===== src/design/tpr_pkg.sv =====
// Shared types and constants of the typed packet receiver.
package tpr_pkg;

  localparam int unsigned BYTE_W     = 8;
  localparam int unsigned ENTRY_W    = 13;
  localparam int unsigned CFG_IDX_W  = 4;
  localparam int unsigned PAYLOAD_W  = 32;
  localparam int unsigned LEN_W      = 3;
  localparam int unsigned BUILTIN_LEN = 4;

  // Fields of one type table entry.
  localparam int unsigned ENT_ID_LSB   = 0;
  localparam int unsigned ENT_LEN_LSB  = 8;
  localparam int unsigned ENT_CRIT_BIT = 11;
  localparam int unsigned ENT_EN_BIT   = 12;

  // Built-in type bytes and the expected packet byte sum.
  localparam logic [7:0] TYPE_CONNECT = 8'h00;
  localparam logic [7:0] TYPE_CONNACK = 8'h01;
  localparam logic [7:0] TYPE_ACK     = 8'h02;
  localparam logic [7:0] SUM_GOOD     = 8'hFF;

  typedef enum logic [2:0] {
    ST_OK      = 3'd0,
    ST_CONNECT = 3'd1,
    ST_CONNACK = 3'd2,
    ST_ACK     = 3'd3,
    ST_UNKNOWN = 3'd4,
    ST_BADSUM  = 3'd5,
    ST_DUP     = 3'd6
  } status_e;

  typedef enum logic [1:0] {
    OP_START = 2'd0,
    OP_CSUM  = 2'd1,
    OP_ID    = 2'd2,
    OP_DATA  = 2'd3
  } op_kind_e;

  // One classified byte, handed from the front to the back.
  typedef struct packed {
    op_kind_e   kind;
    logic [7:0] data;
    logic       last;
    logic       crit;
    logic       builtin;
    status_e    imm_status;
    logic [7:0] id_quot;
  } tpr_op_t;

endpackage


===== src/design/tpr_front.sv =====
// Front end: type table, packet phase tracking and byte classification.
module tpr_front #(
  parameter int unsigned NUM_TYPES   = 4,
  parameter int unsigned ID_SLOTS    = 10,
  parameter int unsigned MAX_PAYLOAD = 4
) (
  input  logic                            clk_i,
  input  logic                            rst_ni,
  input  logic                            cfg_we_i,
  input  logic [tpr_pkg::CFG_IDX_W-1:0]   cfg_index_i,
  input  logic [tpr_pkg::ENTRY_W-1:0]     cfg_data_i,
  input  logic                            byte_fire_i,
  input  logic [7:0]                      byte_i,
  output tpr_pkg::tpr_op_t                op_o
);

  // Reciprocal for the id slot quotient; exact for every byte value.
  localparam int unsigned RECIP = (65536 + ID_SLOTS - 1) / ID_SLOTS;

  typedef enum logic [3:0] {
    PH_TYPE = 4'b0001,
    PH_CSUM = 4'b0010,
    PH_ID   = 4'b0100,
    PH_DATA = 4'b1000
  } phase_e;

  phase_e phase_q, phase_d;
  logic [tpr_pkg::ENTRY_W-1:0] tab_q [NUM_TYPES];
  logic [tpr_pkg::ENTRY_W-1:0] tab_d [NUM_TYPES];
  logic [2:0] len_q, len_d;
  logic [2:0] cnt_q, cnt_d;
  logic       crit_q, crit_d;

  logic       hit;
  logic [2:0] hit_len;
  logic       hit_crit;
  logic [2:0] raw_len;
  logic [24:0] quot_prod;

  always_comb begin
    for (int i = 0; i < NUM_TYPES; i++) begin
      tab_d[i] = tab_q[i];
      if (cfg_we_i && cfg_index_i == tpr_pkg::CFG_IDX_W'(i)) begin
        tab_d[i] = cfg_data_i;
      end
    end
  end

  // Lowest enabled matching entry wins.
  always_comb begin
    hit      = 1'b0;
    hit_len  = '0;
    hit_crit = 1'b0;
    raw_len  = '0;
    for (int i = NUM_TYPES - 1; i >= 0; i--) begin
      if (tab_q[i][tpr_pkg::ENT_EN_BIT] &&
          tab_q[i][tpr_pkg::ENT_ID_LSB +: 8] == byte_i) begin
        hit      = 1'b1;
        raw_len  = tab_q[i][tpr_pkg::ENT_LEN_LSB +: 3];
        hit_crit = tab_q[i][tpr_pkg::ENT_CRIT_BIT];
      end
    end
    hit_len = (raw_len > 3'(MAX_PAYLOAD)) ? 3'(MAX_PAYLOAD) : raw_len;
  end

  assign quot_prod = {17'b0, byte_i} * 25'(RECIP);

  always_comb begin
    phase_d = phase_q;
    len_d   = len_q;
    cnt_d   = cnt_q;
    crit_d  = crit_q;
    op_o.kind       = tpr_pkg::OP_START;
    op_o.data       = byte_i;
    op_o.last       = 1'b0;
    op_o.crit       = crit_q;
    op_o.builtin    = 1'b0;
    op_o.imm_status = tpr_pkg::ST_OK;
    op_o.id_quot    = quot_prod[16 +: 8];
    unique case (phase_q)
      PH_TYPE: begin
        op_o.kind = tpr_pkg::OP_START;
        cnt_d     = '0;
        if (byte_i == tpr_pkg::TYPE_ACK) begin
          op_o.last       = 1'b1;
          op_o.crit       = 1'b0;
          op_o.imm_status = tpr_pkg::ST_ACK;
        end else if (byte_i == tpr_pkg::TYPE_CONNECT || byte_i == tpr_pkg::TYPE_CONNACK) begin
          op_o.builtin = 1'b1;
          op_o.crit    = 1'b0;
          crit_d       = 1'b0;
          len_d        = 3'(tpr_pkg::BUILTIN_LEN);
          phase_d      = PH_CSUM;
        end else if (hit) begin
          op_o.crit = hit_crit;
          crit_d    = hit_crit;
          len_d     = hit_len;
          phase_d   = PH_CSUM;
        end else begin
          op_o.last       = 1'b1;
          op_o.crit       = 1'b0;
          op_o.imm_status = tpr_pkg::ST_UNKNOWN;
        end
      end
      PH_CSUM: begin
        op_o.kind = tpr_pkg::OP_CSUM;
        if (crit_q) begin
          phase_d = PH_ID;
        end else if (len_q == '0) begin
          op_o.last = 1'b1;
          phase_d   = PH_TYPE;
        end else begin
          phase_d = PH_DATA;
        end
      end
      PH_ID: begin
        op_o.kind = tpr_pkg::OP_ID;
        if (len_q == '0) begin
          op_o.last = 1'b1;
          phase_d   = PH_TYPE;
        end else begin
          phase_d = PH_DATA;
        end
      end
      PH_DATA: begin
        op_o.kind = tpr_pkg::OP_DATA;
        cnt_d     = cnt_q + 3'd1;
        if (cnt_d >= len_q) begin
          op_o.last = 1'b1;
          phase_d   = PH_TYPE;
        end
      end
      default: begin
        phase_d = PH_TYPE;
      end
    endcase
  end

  always_ff @(posedge clk_i or negedge rst_ni) begin
    if (!rst_ni) begin
      phase_q <= PH_TYPE;
      len_q   <= '0;
      cnt_q   <= '0;
      crit_q  <= 1'b0;
      for (int i = 0; i < NUM_TYPES; i++) begin
        tab_q[i] <= '0;
      end
    end else begin
      tab_q <= tab_d;
      if (byte_fire_i) begin
        phase_q <= phase_d;
        len_q   <= len_d;
        cnt_q   <= cnt_d;
        crit_q  <= crit_d;
      end
    end
  end

endmodule


===== src/design/tpr_fifo.sv =====
// Two-entry queue of classified bytes between front and back.
module tpr_fifo (
  input  logic             clk_i,
  input  logic             rst_ni,
  input  logic             push_valid_i,
  output logic             push_ready_o,
  input  tpr_pkg::tpr_op_t push_data_i,
  output logic             pop_valid_o,
  input  logic             pop_ready_i,
  output tpr_pkg::tpr_op_t pop_data_o
);

  tpr_pkg::tpr_op_t slots_q [2];
  logic       wptr_q, rptr_q;
  logic [1:0] count_q;
  logic       push, pop;

  assign push_ready_o = (count_q != 2'd2);
  assign pop_valid_o  = (count_q != 2'd0);
  assign push         = push_valid_i && push_ready_o;
  assign pop          = pop_valid_o && pop_ready_i;
  assign pop_data_o   = slots_q[rptr_q];

  always_ff @(posedge clk_i) begin
    if (push) begin
      slots_q[wptr_q] <= push_data_i;
    end
  end

  always_ff @(posedge clk_i or negedge rst_ni) begin
    if (!rst_ni) begin
      wptr_q  <= 1'b0;
      rptr_q  <= 1'b0;
      count_q <= 2'd0;
    end else begin
      if (push) begin
        wptr_q <= ~wptr_q;
      end
      if (pop) begin
        rptr_q <= ~rptr_q;
      end
      count_q <= count_q + {1'b0, push} - {1'b0, pop};
    end
  end

endmodule


===== src/design/tpr_back.sv =====
// Back end: checksum, id table, payload assembly and the result register.
module tpr_back #(
  parameter int unsigned ID_SLOTS = 10
) (
  input  logic             clk_i,
  input  logic             rst_ni,
  input  logic             op_valid_i,
  output logic             op_ready_o,
  input  tpr_pkg::tpr_op_t op_i,
  output logic             res_valid_o,
  input  logic             res_ready_i,
  output logic [2:0]       status_o,
  output logic [7:0]       type_id_o,
  output logic [7:0]       packet_id_o,
  output logic [31:0]      payload_o,
  output logic [2:0]       payload_len_o
);

  localparam int unsigned SLOT_W = (ID_SLOTS > 1) ? $clog2(ID_SLOTS) : 1;

  // Id table: a memory plus one valid bit per slot; an invalid slot reads as zero.
  logic [7:0]          ids_mem [ID_SLOTS];
  logic [ID_SLOTS-1:0] ids_vld_q;

  logic [16:0]       slot_prod;
  logic [16:0]       slot_diff;
  logic [SLOT_W-1:0] slot_a;
  logic              pop;

  logic              b_valid_q;
  tpr_pkg::tpr_op_t  b_op_q;
  logic [7:0]        rd_id_q;
  logic              rd_vld_q;
  logic [SLOT_W-1:0] rd_slot_q;
  logic              b_fire;

  logic [7:0]        sum_q, sum_d;
  logic [31:0]       pay_q, pay_d;
  logic [2:0]        cnt_q, cnt_d;
  logic [7:0]        id_q, id_d;
  logic              dup_q, dup_d;
  logic [SLOT_W-1:0] slot_q, slot_d;
  logic [7:0]        type_q, type_d;
  logic              crit_q, crit_d;
  logic              builtin_q, builtin_d;

  tpr_pkg::status_e  fin_status;
  logic              fin_connect;
  logic              fin_record;
  logic              sum_ok;
  logic              finish;

  logic              out_valid_q;
  tpr_pkg::status_e  out_status_q;
  logic [7:0]        out_type_q;
  logic [7:0]        out_id_q;
  logic [31:0]       out_pay_q;
  logic [2:0]        out_len_q;

  // Slot of an id byte: remainder from the quotient the front worked out.
  assign slot_prod = {9'b0, op_i.id_quot} * 17'(ID_SLOTS);
  assign slot_diff = {9'b0, op_i.data} - slot_prod;
  assign slot_a    = slot_diff[SLOT_W-1:0];

  assign b_fire     = b_valid_q && (!b_op_q.last || !out_valid_q || res_ready_i);
  assign op_ready_o = !b_valid_q || b_fire;
  assign pop        = op_valid_i && op_ready_o;
  assign finish     = b_fire && b_op_q.last;

  always_comb begin
    sum_d     = sum_q;
    pay_d     = pay_q;
    cnt_d     = cnt_q;
    id_d      = id_q;
    dup_d     = dup_q;
    slot_d    = slot_q;
    type_d    = type_q;
    crit_d    = crit_q;
    builtin_d = builtin_q;
    unique case (b_op_q.kind)
      tpr_pkg::OP_START: begin
        sum_d     = b_op_q.data;
        type_d    = b_op_q.data;
        crit_d    = b_op_q.crit;
        builtin_d = b_op_q.builtin;
        pay_d     = '0;
        cnt_d     = '0;
        id_d      = '0;
        dup_d     = 1'b0;
      end
      tpr_pkg::OP_CSUM: begin
        sum_d = sum_q + b_op_q.data;
      end
      tpr_pkg::OP_ID: begin
        sum_d  = sum_q + b_op_q.data;
        id_d   = b_op_q.data;
        dup_d  = ((rd_vld_q ? rd_id_q : 8'h00) == b_op_q.data);
        slot_d = rd_slot_q;
      end
      tpr_pkg::OP_DATA: begin
        sum_d = sum_q + b_op_q.data;
        if (cnt_q < 3'd4) begin
          pay_d = pay_q | ({24'b0, b_op_q.data} << {cnt_q[1:0], 3'b000});
        end
        cnt_d = cnt_q + 3'd1;
      end
    endcase
  end

  assign sum_ok = (sum_d == tpr_pkg::SUM_GOOD);

  always_comb begin
    fin_status  = tpr_pkg::ST_OK;
    fin_connect = 1'b0;
    fin_record  = 1'b0;
    if (b_op_q.kind == tpr_pkg::OP_START) begin
      fin_status = b_op_q.imm_status;
    end else if (builtin_d) begin
      if (!sum_ok) begin
        fin_status = tpr_pkg::ST_BADSUM;
      end else if (type_d == tpr_pkg::TYPE_CONNECT) begin
        fin_status  = tpr_pkg::ST_CONNECT;
        fin_connect = 1'b1;
      end else begin
        fin_status = tpr_pkg::ST_CONNACK;
      end
    end else if (dup_d) begin
      fin_status = tpr_pkg::ST_DUP;
    end else if (!sum_ok) begin
      fin_status = tpr_pkg::ST_BADSUM;
    end else begin
      fin_status = tpr_pkg::ST_OK;
      fin_record = crit_d;
    end
  end

  // Memory port: one write at the end of an accepted critical packet, one
  // registered read whenever a byte enters the back stage.
  always_ff @(posedge clk_i) begin
    if (finish && fin_record) begin
      ids_mem[slot_d] <= id_d;
    end
    if (pop) begin
      rd_id_q <= ids_mem[slot_a];
    end
  end

  always_ff @(posedge clk_i) begin
    if (pop) begin
      b_op_q <= op_i;
    end
    if (finish) begin
      out_status_q <= fin_status;
      out_type_q   <= type_d;
      out_id_q     <= crit_d ? id_d : 8'h00;
      out_pay_q    <= pay_d;
      out_len_q    <= cnt_d;
    end
  end

  always_ff @(posedge clk_i or negedge rst_ni) begin
    if (!rst_ni) begin
      b_valid_q   <= 1'b0;
      rd_vld_q    <= 1'b0;
      rd_slot_q   <= '0;
      ids_vld_q   <= '0;
      out_valid_q <= 1'b0;
      sum_q       <= '0;
      pay_q       <= '0;
      cnt_q       <= '0;
      id_q        <= '0;
      dup_q       <= 1'b0;
      slot_q      <= '0;
      type_q      <= '0;
      crit_q      <= 1'b0;
      builtin_q   <= 1'b0;
    end else begin
      if (op_ready_o) begin
        b_valid_q <= op_valid_i;
      end
      if (pop) begin
        rd_vld_q  <= ids_vld_q[slot_a];
        rd_slot_q <= slot_a;
      end
      if (finish && fin_connect) begin
        ids_vld_q <= '0;
      end else if (finish && fin_record) begin
        ids_vld_q[slot_d] <= 1'b1;
      end
      if (b_fire) begin
        sum_q     <= sum_d;
        pay_q     <= pay_d;
        cnt_q     <= cnt_d;
        id_q      <= id_d;
        dup_q     <= dup_d;
        slot_q    <= slot_d;
        type_q    <= type_d;
        crit_q    <= crit_d;
        builtin_q <= builtin_d;
      end
      if (finish) begin
        out_valid_q <= 1'b1;
      end else if (res_ready_i) begin
        out_valid_q <= 1'b0;
      end
    end
  end

  assign res_valid_o   = out_valid_q;
  assign status_o      = out_status_q;
  assign type_id_o     = out_type_q;
  assign packet_id_o   = out_id_q;
  assign payload_o     = out_pay_q;
  assign payload_len_o = out_len_q;

  // A connect that completes leaves every id slot empty.
  a_connect_clears : assert property (@(posedge clk_i) disable iff (!rst_ni)
    (finish && fin_connect) |=> (ids_vld_q == '0))
    else $error("id table not cleared after connect");

  // A recorded id marks at least one slot as filled.
  a_record_sets : assert property (@(posedge clk_i) disable iff (!rst_ni)
    (finish && fin_record) |=> ($countones(ids_vld_q) != 0))
    else $error("recorded id left no valid slot");

  // A waiting result is never overwritten by a finishing packet.
  a_result_held : assert property (@(posedge clk_i) disable iff (!rst_ni)
    (out_valid_q && !res_ready_i) |=> (out_valid_q && $stable(out_status_q)
                                       && $stable(out_pay_q)))
    else $error("pending result overwritten");

  // A finishing byte never advances while its result cannot be stored.
  a_no_lost_finish : assert property (@(posedge clk_i) disable iff (!rst_ni)
    (b_valid_q && b_op_q.last && out_valid_q && !res_ready_i) |=> b_valid_q)
    else $error("finishing byte dropped under back pressure");

endmodule


===== src/design/typed_packet_receiver_core.sv =====
// Top level of the typed packet receiver: front, queue and back joined.
//
//   Channel  Direction  Handshake                 Content
//   rx       in         rx_valid_i / rx_ready_o   rx_byte_i
//   result   out        res_valid_o / res_ready_i status, type id, packet id, payload
//   cfg      in         cfg_valid_i / cfg_ready_o cfg_index_i, cfg_data_i
//
// One byte is accepted per cycle while rx_ready_o is high. A byte is classified in the
// front in the cycle it is accepted, waits in a two-entry queue, and is then
// carried out in the back stage, whose id table is a memory with one write
// port and a registered read port. A result appears on the result channel
// from an output register, in which it waits until it is taken.
// Reset clears the type table, the id table valid bits and all packet state;
// there is no clearing pass. When the result register is full and not taken,
// only finishing bytes stall; the queue then fills and rx_ready_o drops.
// Configuration writes are taken in every cycle.
module typed_packet_receiver_core #(
  parameter int unsigned NUM_TYPES   = 4,
  parameter int unsigned ID_SLOTS    = 10,
  parameter int unsigned MAX_PAYLOAD = 4
) (
  input  logic                          clk_i,
  input  logic                          rst_ni,
  input  logic                          rx_valid_i,
  output logic                          rx_ready_o,
  input  logic [7:0]                    rx_byte_i,
  output logic                          res_valid_o,
  input  logic                          res_ready_i,
  output logic [2:0]                    status_o,
  output logic [7:0]                    type_id_o,
  output logic [7:0]                    packet_id_o,
  output logic [31:0]                   payload_o,
  output logic [2:0]                    payload_len_o,
  input  logic                          cfg_valid_i,
  output logic                          cfg_ready_o,
  input  logic [tpr_pkg::CFG_IDX_W-1:0] cfg_index_i,
  input  logic [tpr_pkg::ENTRY_W-1:0]   cfg_data_i
);

  tpr_pkg::tpr_op_t front_op;
  tpr_pkg::tpr_op_t queue_op;
  logic             rx_fire;
  logic             queue_valid;
  logic             queue_ready;

  // The type table takes a write request in any cycle.
  assign cfg_ready_o = 1'b1;
  assign rx_fire     = rx_valid_i && rx_ready_o;

  tpr_front #(
    .NUM_TYPES  (NUM_TYPES),
    .ID_SLOTS   (ID_SLOTS),
    .MAX_PAYLOAD(MAX_PAYLOAD)
  ) u_front (
    .clk_i      (clk_i),
    .rst_ni     (rst_ni),
    .cfg_we_i   (cfg_valid_i && cfg_ready_o),
    .cfg_index_i(cfg_index_i),
    .cfg_data_i (cfg_data_i),
    .byte_fire_i(rx_fire),
    .byte_i     (rx_byte_i),
    .op_o       (front_op)
  );

  // The queue lets the front keep taking bytes while the back waits on the
  // result channel.
  tpr_fifo u_fifo (
    .clk_i       (clk_i),
    .rst_ni      (rst_ni),
    .push_valid_i(rx_valid_i),
    .push_ready_o(rx_ready_o),
    .push_data_i (front_op),
    .pop_valid_o (queue_valid),
    .pop_ready_i (queue_ready),
    .pop_data_o  (queue_op)
  );

  tpr_back #(
    .ID_SLOTS(ID_SLOTS)
  ) u_back (
    .clk_i        (clk_i),
    .rst_ni       (rst_ni),
    .op_valid_i   (queue_valid),
    .op_ready_o   (queue_ready),
    .op_i         (queue_op),
    .res_valid_o  (res_valid_o),
    .res_ready_i  (res_ready_i),
    .status_o     (status_o),
    .type_id_o    (type_id_o),
    .packet_id_o  (packet_id_o),
    .payload_o    (payload_o),
    .payload_len_o(payload_len_o)
  );

endmodule


===== config.mk =====
export PLATFORM = sky130hd
export DESIGN_NAME = typed_packet_receiver_core
export DESIGN_NICKNAME = d
export VERILOG_FILES = /design/src/design/tpr_pkg.sv /design/src/design/tpr_front.sv /design/src/design/tpr_fifo.sv /design/src/design/tpr_back.sv /design/src/design/typed_packet_receiver_core.sv
export SDC_FILE = /design/constraint.sdc
export NUM_CORES = 1
export LEC_CHECK = 0
export BUFFER_PORTS_ARGS = -buffer_cell sky130_fd_sc_hd__buf_2
export CORE_ASPECT_RATIO = 1.75
export CORE_UTILIZATION = 60
export DETAILED_ROUTE_END_ITERATION = 12
export GPL_TIMING_DRIVEN = 0
export PLACE_DENSITY_LB_ADDON = 0.15
export SYNTH_ARGS = -nofsm -noshare
export SYNTH_HDL_FRONTEND = slang
export SYNTH_SLANG_ARGS = --single-unit
export TNS_END_PERCENT = 10

===== constraint.sdc =====
create_clock -name clk_i -period 6.7 [get_ports clk_i]
set_clock_uncertainty 0.05 [all_clocks]
set_input_delay 0.67 -clock clk_i [delete_from_list [all_inputs] [get_ports clk_i]]
set_output_delay 0.67 -clock clk_i [all_outputs]
set_load 0.03 [all_outputs]

==> results by group, run 1 <==
Run status
  • Status: finished, violations left
  • Violated checks: negative hold slack

Pwr
  • Maximum vdd drop: around 260 µV
  • Seq pwr share: 0.365
  • Sw Share: 0.402
  • PD cells: 493 nW/µm²
  • P_sw: about 3600 µW
  • Leak pwr: 0.00776 µW
  • Clock share of power: 0.199
  • Internal power: approximately 5400 µW
  • Total power draw: 9080 µW
  • Combinational share of power: 0.436

Worst setup path
  • Critical path arrival: ~4.7 ns
  • Top delay family on crit path: adder cells
  • Reg2Reg Depth: 10
  • Worst r2r src: u_back.b_op_q[15]
  • Critical Path Sink Type: flip-flop
  • CP Data Required Time: about 7 ns
  • Critical path's slowest cell: fa_1
  • CP bufs+invs: 5
  • Worst Setup Start Kind: input pin
  • Stages on the worst setup path: 17
  • Slowest stage delay, CP: 0.53 ns
  • WS Path Type: in -> reg
  • Critical path peak fanout: 6
  • FF-to-FF setup slack: ~2.7 ns
  • Worst setup path start: rx_byte_i[2]
  • CP cell instances: buf_2 > clkbuf_1 > inv_1 > ha_1 > inv_1 > fa_1 > fa_1 > inv_1 > ha_1 > ha_1 > and3_1 > nand3_1 > or3_1 > o22ai_1 > o21a_1 > nor2_1 > xnor2_1

Place
  • Number of port buffers: 85
  • DP Area: between 15000 and 20000 µm²
  • Detailed placement HPWL: about 26 mm
  • Final GP Congestion: about 0.88
  • DP Worst Slack: 1.71 ns

Clocking
  • Post-CTS sizing: 0
  • Clock buffer depth: 3
  • Post-CTS Setup Bufs: 0
  • Clk_lat worst skew: about 0.58 ns
  • Root Driver: clkbuf_16
  • Clock transition at path regs: 0.07 ns
  • Hold_buf cts: 0
  • H-tree Lvls: 1
  • CTS tree: yes
  • Sinks on Clock Net: between 300 and 400
  • CTS Buf Count: 30

Timing
  • Final Max Tran Viols: 0
  • Final period utilization: 0.664
  • Minimum clock period: 4.45 ns
  • RSZ-0062 raised after global routing: false
  • Slew HR: 0.345
  • Fmax: around 220 MHz
  • Setup ws final: ~2.3 ns
  • Fin Hold WS: -0.00250 ns
  • Hold Vio Cnt, Final: 2
  • Final Setup Violations: 0
  • Slew @ Worst Pin: 0.956 ns

Route
  • Via count: ~10000
  • DR WL/cell: just under 20 µm
  • Via density: 5.79
  • First drt pass iteration count: 5
  • DRC errors left: 0
  • DRT iter0 DRCs: about 470
  • Drt total wl: 34.7 mm
  • Post-DRT Antenna Nets: 0

Finish
  • Share of cells above drive strength 1: 0.194
  • Ant diodes: 0
  • Final instance area: approximately 18000 µm²
  • Post-Route Utilization: 0.693
  • NumNets Final: ~1600
  • Filler Cells Inserted: 1931
  • Area growth syn-to-layout: 13.1%

Logic synthesis
  • Synth Cell Area: approximately 16000 µm²
  • Synth top area cells: edfxtp_1, dfrtp_1, mux2_2, ha_1, nand2_1
  • Synthesized Nets: about 1400
  • Gate Count Post-Synth: 1323
  • Seq/Total Area, Yosys: 0.587
  • Synthesis warning total: 0
  • Ys flop type: edfxtp_1
  • Avg Inst Size Synth: between 10 and 15 µm²
  • Post-synth EDFFs: 193
  • Synth cell types: 78
  • Synth area leader: edfxtp_1
  • Asr flop ratio synth: 0.437
  • Synth Register Bits: roughly 340
  • Most frequent cell after synthesis: edfxtp_1
  • Top-area cell type share of the netlist area: 0.356
  • Commonest cells in the netlist: edfxtp_1, nand2_1, dfrtp_1

Die
  • Die height: 220 µm
  • Ports: 87
  • Core Area: between 20000 and 30000 µm²
  • Starting Density: 0.612
  • Std cell rows: slightly below 80
  • Die X: 127 µm
  • Die Footprint: approximately 28000 µm²

GRT
  • Initial antenna violation count: 0
  • First-pass GRT wire length: approximately 56 mm
  • Total track usage: 0.263
  • Largest net degree at the start of global routing: between 90 and 100
  • Vias in the first global route: approximately 11000
  • Total grt overflow: 0

Hold path
  • Hold Crit Class: in -> async

Job
  • MaxCap Viol Count: 0
-- registers in the layout (all words and copies together), names as in the netlist, 3 cells and up --
signal	flops
u_back.b_op_q	15
u_back.cnt_q	3
u_back.id_q	8
u_back.ids_mem	80
u_back.ids_vld_q	10
u_back.packet_id_o	8
u_back.pay_q	32
u_back.payload_len_o	3
u_back.payload_o	32
u_back.rd_id_q	8
u_back.rd_slot_q	4
u_back.slot_q	4
u_back.status_o	3
u_back.sum_q	8
u_back.type_id_o	8
u_back.type_q	8
u_fifo.slots_q	36
u_front.cnt_q	3
u_front.len_q	3
u_front.phase_q	4
u_front.tab_q	52
-- logic make-up after synthesis --
logic type      synth area share
other cells             0.000230
simple gates               0.105
flops                      0.587
compound gates            0.0812
fa+ha+maj                 0.0729
xor+xnor                  0.0277
buf+inv                   0.0381
mux                       0.0886
-- cell usage in the layout (no fill, tap or decap), types with 16 or more instances in the layout --
cell type / count
nand3_1: 16
o21ai_0: 37
a21oi_1: 61
xnor2_1: 45
ha_1: 66
nor3_1: 16
mux2i_1: 17
mux2_2: 77
nor2_1: 88
fa_1: 18
mux4_2: 18
clkbuf_1: 42
buf_2: 94
dfrtp_1: 149
edfxtp_1: 193
inv_1: 89
nand2_1: 189
clkbuf_16: 32
-- cell type report --
class	count	area [µm²]	share of cell area
Inverter	89	334	0.0181
Tap cell	324	405	0.0220
Multi-Input combinational cell	828	6210	0.337
Timing Repair Buffer	99	582	0.0316
Clock buffer	39	857	0.0465
Buffer	63	287	0.0156
Clock inverter	17	190	0.0103
Sequential cell	343	9550	0.519
-- final timing paths --
kind                                   endpoint
max in group asynchronous      u_front.tab_q[7]
max                        u_fifo.slots_q[0][1]
max reg2reg                u_back.ids_mem[4][7]
min reg2reg                    u_back.pay_q[29]
min                             u_back.cnt_q[2]
min in group clk_i            u_front.tab_q[40]
-- per-stage QoR --
| step | cells | setup TNS, ns |
|---|---|---|
| floorplan | 1323 | 0 |
| global placement | 1732 | -33.92 |
| detailed placement | 1746 | 0 |
| CTS | 1802 | 0 |
| global route | 1802 | 0 |
| finish | 1802 | 0 |
-- per-layer routing --
metal,share of wire,GRT usage,vias up
met2,0.57,0.524,275
li1,-,-,4949
met3,0.032,0.0243,98
met1,0.35,0.265,5111
met5,0,0,-
met4,0.048,0.139,0
-- power groups by stage --
stage               Sequential [µW]  Combinational (µW)  Clock [µW]
global placement               3350                3770           0
global route                   3370                4340        1910
CTS                            3310                3990        1830
detailed placement             3350                3960           0
floorplan                      3630                2500           0
finish                         3310                3960        1810
Note: power is estimated with default switching activity, not from simulation.
==> run 2, diff against run 1 <==
--- a/config.mk
+++ b/config.mk
@@ -7,7 +7,7 @@
 export LEC_CHECK = 0
 export BUFFER_PORTS_ARGS = -buffer_cell sky130_fd_sc_hd__buf_2
 export CORE_ASPECT_RATIO = 1.75
-export CORE_UTILIZATION = 60
+export CORE_UTILIZATION = 55
 export DETAILED_ROUTE_END_ITERATION = 12
 export GPL_TIMING_DRIVEN = 0
 export PLACE_DENSITY_LB_ADDON = 0.15
==> constraint.sdc (replaced) <==
create_clock -name clk_i -period 3.8 [get_ports clk_i]
set_clock_uncertainty 0.05 [all_clocks]
set_input_delay 0.38 -clock clk_i [delete_from_list [all_inputs] [get_ports clk_i]]
set_output_delay 0.38 -clock clk_i [all_outputs]
set_load 0.03 [all_outputs]
==> run 2 against run 1 <==
Effect of this change: the run now ends clean; worst setup slack worse by 2.2 ns; die area is 9.0% higher; critical endpoint is now u_fifo.slots_q[1][1]; combinational power increased by 78%; clock power is 81% higher.
==> results by group, run 2 (synthesis results as in run 1) <==
Clocking
  • CTS tree: yes
  • Root Driver: clkbuf_16
  • Clock transition at path regs: 0.07 ns (about the same)
  • Sinks on Clock Net: 343 (unchanged)
  • Clock buffer depth: 3 (unchanged)
  • H-tree Lvls: 1 (unchanged)
  • Clk_lat worst skew: 0.58 ns (about the same)
  • CTS Buf Count: 30 (unchanged)

Timing
  • Hold Vio Cnt, Final: 0 (-2)
  • RSZ-0062 raised after global routing: true
  • Fmax: 269 MHz
  • Minimum clock period: approximately 3.7 ns
  • Fin Setup TNS: 0 ns (unchanged)
  • Slew @ Worst Pin: 1.02 ns (+0.0692 ns)
  • Slew HR: 0.297 (-0.0475)
  • Final period utilization: 0.977
  • Final Max Tran Viols: 0 (unchanged)
  • Final Setup Violations: 0 (unchanged)

Finish
  • Area growth syn-to-layout: 14.9%
  • Max reg flops: 80 (unchanged)
  • Top reg by flops: u_back.ids_mem
  • Share of cells above drive strength 1: 0.208 (+0.0145)
  • Filler Cells Inserted: 2249 (+16%)
  • Top flop regs: u_back.ids_mem (80), u_front.tab_q (52), u_fifo.slots_q (36)
  • NumNets Final: 1571 (+0.19%)
  • Ant diodes: 0 (unchanged)
  • Most frequent cells in the layout: edfxtp_1, nand2_1, dfrtp_1, buf_2, inv_1
  • Commonest non-fill, non-tap cell in the layout: edfxtp_1

Die
  • Ports: 87 (unchanged)
  • Die Footprint: 30300 µm² (+9.0%)
  • Starting Density: 0.558 (-0.0544)
  • Die height: 230 µm (+4.4%)
  • Die X: 132 µm (+4.4%)
  • Core Area: 29200 µm² (+9.7%)
  • Std cell rows: 83 (+5.1%)

Route
  • DRT iter0 DRCs: 591 (+25%)
  • DRC errors left: 0 (unchanged)
  • First drt pass iteration count: 5 (unchanged)
  • Post-DRT Antenna Nets: 0 (unchanged)
  • DR WL/cell: 19.1 µm (-1.1%)
  • Via density: 5.63 (-2.8%)
  • Drt total wl: 35.5 mm (+2.2%)
  • Via count: 10500 (+0.48%)

Pwr
  • PD cells: 866 nW/µm² (+76%)
  • Leak pwr: 0.00784 µW (+1.0%)
  • Total power draw: 16200 µW (+78%)
  • Maximum vdd drop: 500 µV (+94%)

Worst setup path
  • Worst r2r src: u_back.b_op_q[15]
  • Worst Setup Start Kind: input pin
  • Reg2Reg Depth: 10 (unchanged)
  • FF-to-FF setup slack: 0.11 ns (-2.59 ns)
  • Critical path peak fanout: 6 (unchanged)
  • Worst R2R End: u_back.ids_mem[1][6]
  • CP Data Required Time: 4.07 ns (-2.90 ns)
  • Critical Path Sink Type: flip-flop
  • WS Path Type: in -> reg
  • Critical path arrival: 3.99 ns (-0.73 ns)

Hold path
  • Hold path start: cfg_data_i[3]
  • Worst hold path stage count: 2
  • Hold Path End: u_front.tab_q[42]
  • Hold Crit Class: in -> reg

Job
  • MaxCap Viol Count: 0 (unchanged)

GRT
  • First-pass GRT wire length: 57.3 mm (+3.0%)
  • Total track usage: 0.244 (-0.0193)
  • Initial antenna violation count: 0 (unchanged)
  • Vias in the first global route: 11000 (+3.5%)
  • Total grt overflow: 0 (unchanged)
  • Largest net degree at the start of global routing: 98 (+4.3%)

Place
  • Detailed placement HPWL: 26.4 mm (+2.3%)
  • Number of port buffers: 85 (unchanged)
  • Final GP Congestion: 0.869 (-1.7%)

Run status
  • Status: finished clean
run 2: worst max-delay path: stages:
cell      delay [ns]
clkbuf_4        0.18
buf_6           0.15
inv_1           0.06
ha_1            0.31
inv_1           0.07
fa_2            0.42
fa_1            0.51
inv_1           0.04
ha_1            0.28
ha_1            0.32
and3_1          0.18
nand3_2         0.12
or3_4           0.42
o22ai_4         0.20
o21a_1          0.16
nor2_1          0.05
xnor2_1         0.13
run 2: routing by layer:
| metal | vias up | routed length [µm] | GRT usage |
|---|---|---|---|
| met1 | 5145 | 12500 | 0.247 |
| met4 | 0 | 1980 | 0.135 |
| li1 | 4950 | - | - |
| met5 | - | 0 | 0 |
| met2 | 279 | 19900 | 0.477 |
| met3 | 109 | 1150 | 0.0261 |
run 2: worst max-delay path by stage:
stage | start | endpoint | slack (ns)
detailed placement | rx_byte_i[2] | u_fifo.slots_q[1][1] | -0.94
floorplan | rx_byte_i[6] | u_fifo.slots_q[0][1] | -0.21
CTS | rx_byte_i[6] | u_fifo.slots_q[0][1] | -0.02
global route | u_back.b_op_q[15] | u_back.ids_mem[1][7] | -0.09
finish | rx_byte_i[6] | u_fifo.slots_q[1][1] | 0.09
global placement | u_back.b_op_q[15] | u_back.ids_mem[4][5] | -1.15
run 2: power breakdown:
part | switching (µW) | total (µW) | leakage (µW) | internal (µW)
sequential | 459 | 5860 | 0.00374 | 5400
clock | 1370 | 3280 | 0.000507 | 1900
combinational | 4660 | 7050 | 0.00360 | 2390
total | 6490 | 16200 | 0.00784 | 9690
run 2: final cells by class:
type | instances | area [µm²] | share of cell area
clock buffers | 34 | 786 | 0.0420
flip-flops and latches | 343 | 9550 | 0.511
well taps | 382 | 478 | 0.0256
plain buffers | 62 | 323 | 0.0173
multi-input cells | 828 | 6310 | 0.338
repair buffers | 103 | 632 | 0.0338
inverters | 89 | 334 | 0.0179
clock inverters | 22 | 285 | 0.0153
run 2: per-stage QoR:
stage | worst slack, ns | hold slack [ns] | cell area, µm² | instances | utilization
2_1_floorplan | -0.212 | 0.0344 | 16300 | 1323 | -
3_3_place_gp | -1.15 | 0.405 | 17200 | 1790 | 0.589
3_5_place_dp | -0.945 | 0.338 | 17400 | 1804 | 0.598
4_1_cts | -0.0243 | 0.00697 | 18600 | 1862 | 0.636
5_1_grt | -0.0929 | 0.0261 | 18700 | 1863 | 0.641
6_report | 0.0876 | 0.0261 | 18700 | 1863 | 0.641
run 2: repair_timing:
action                                  in CTS  in global routing
endpoints found under the setup margin      80                 78
hold buffers                                 2                  0
pin swaps                                    0                  4
buffers inserted                             0                  2
resized for setup                           14                 27
endpoints found under the hold margin       54                  0
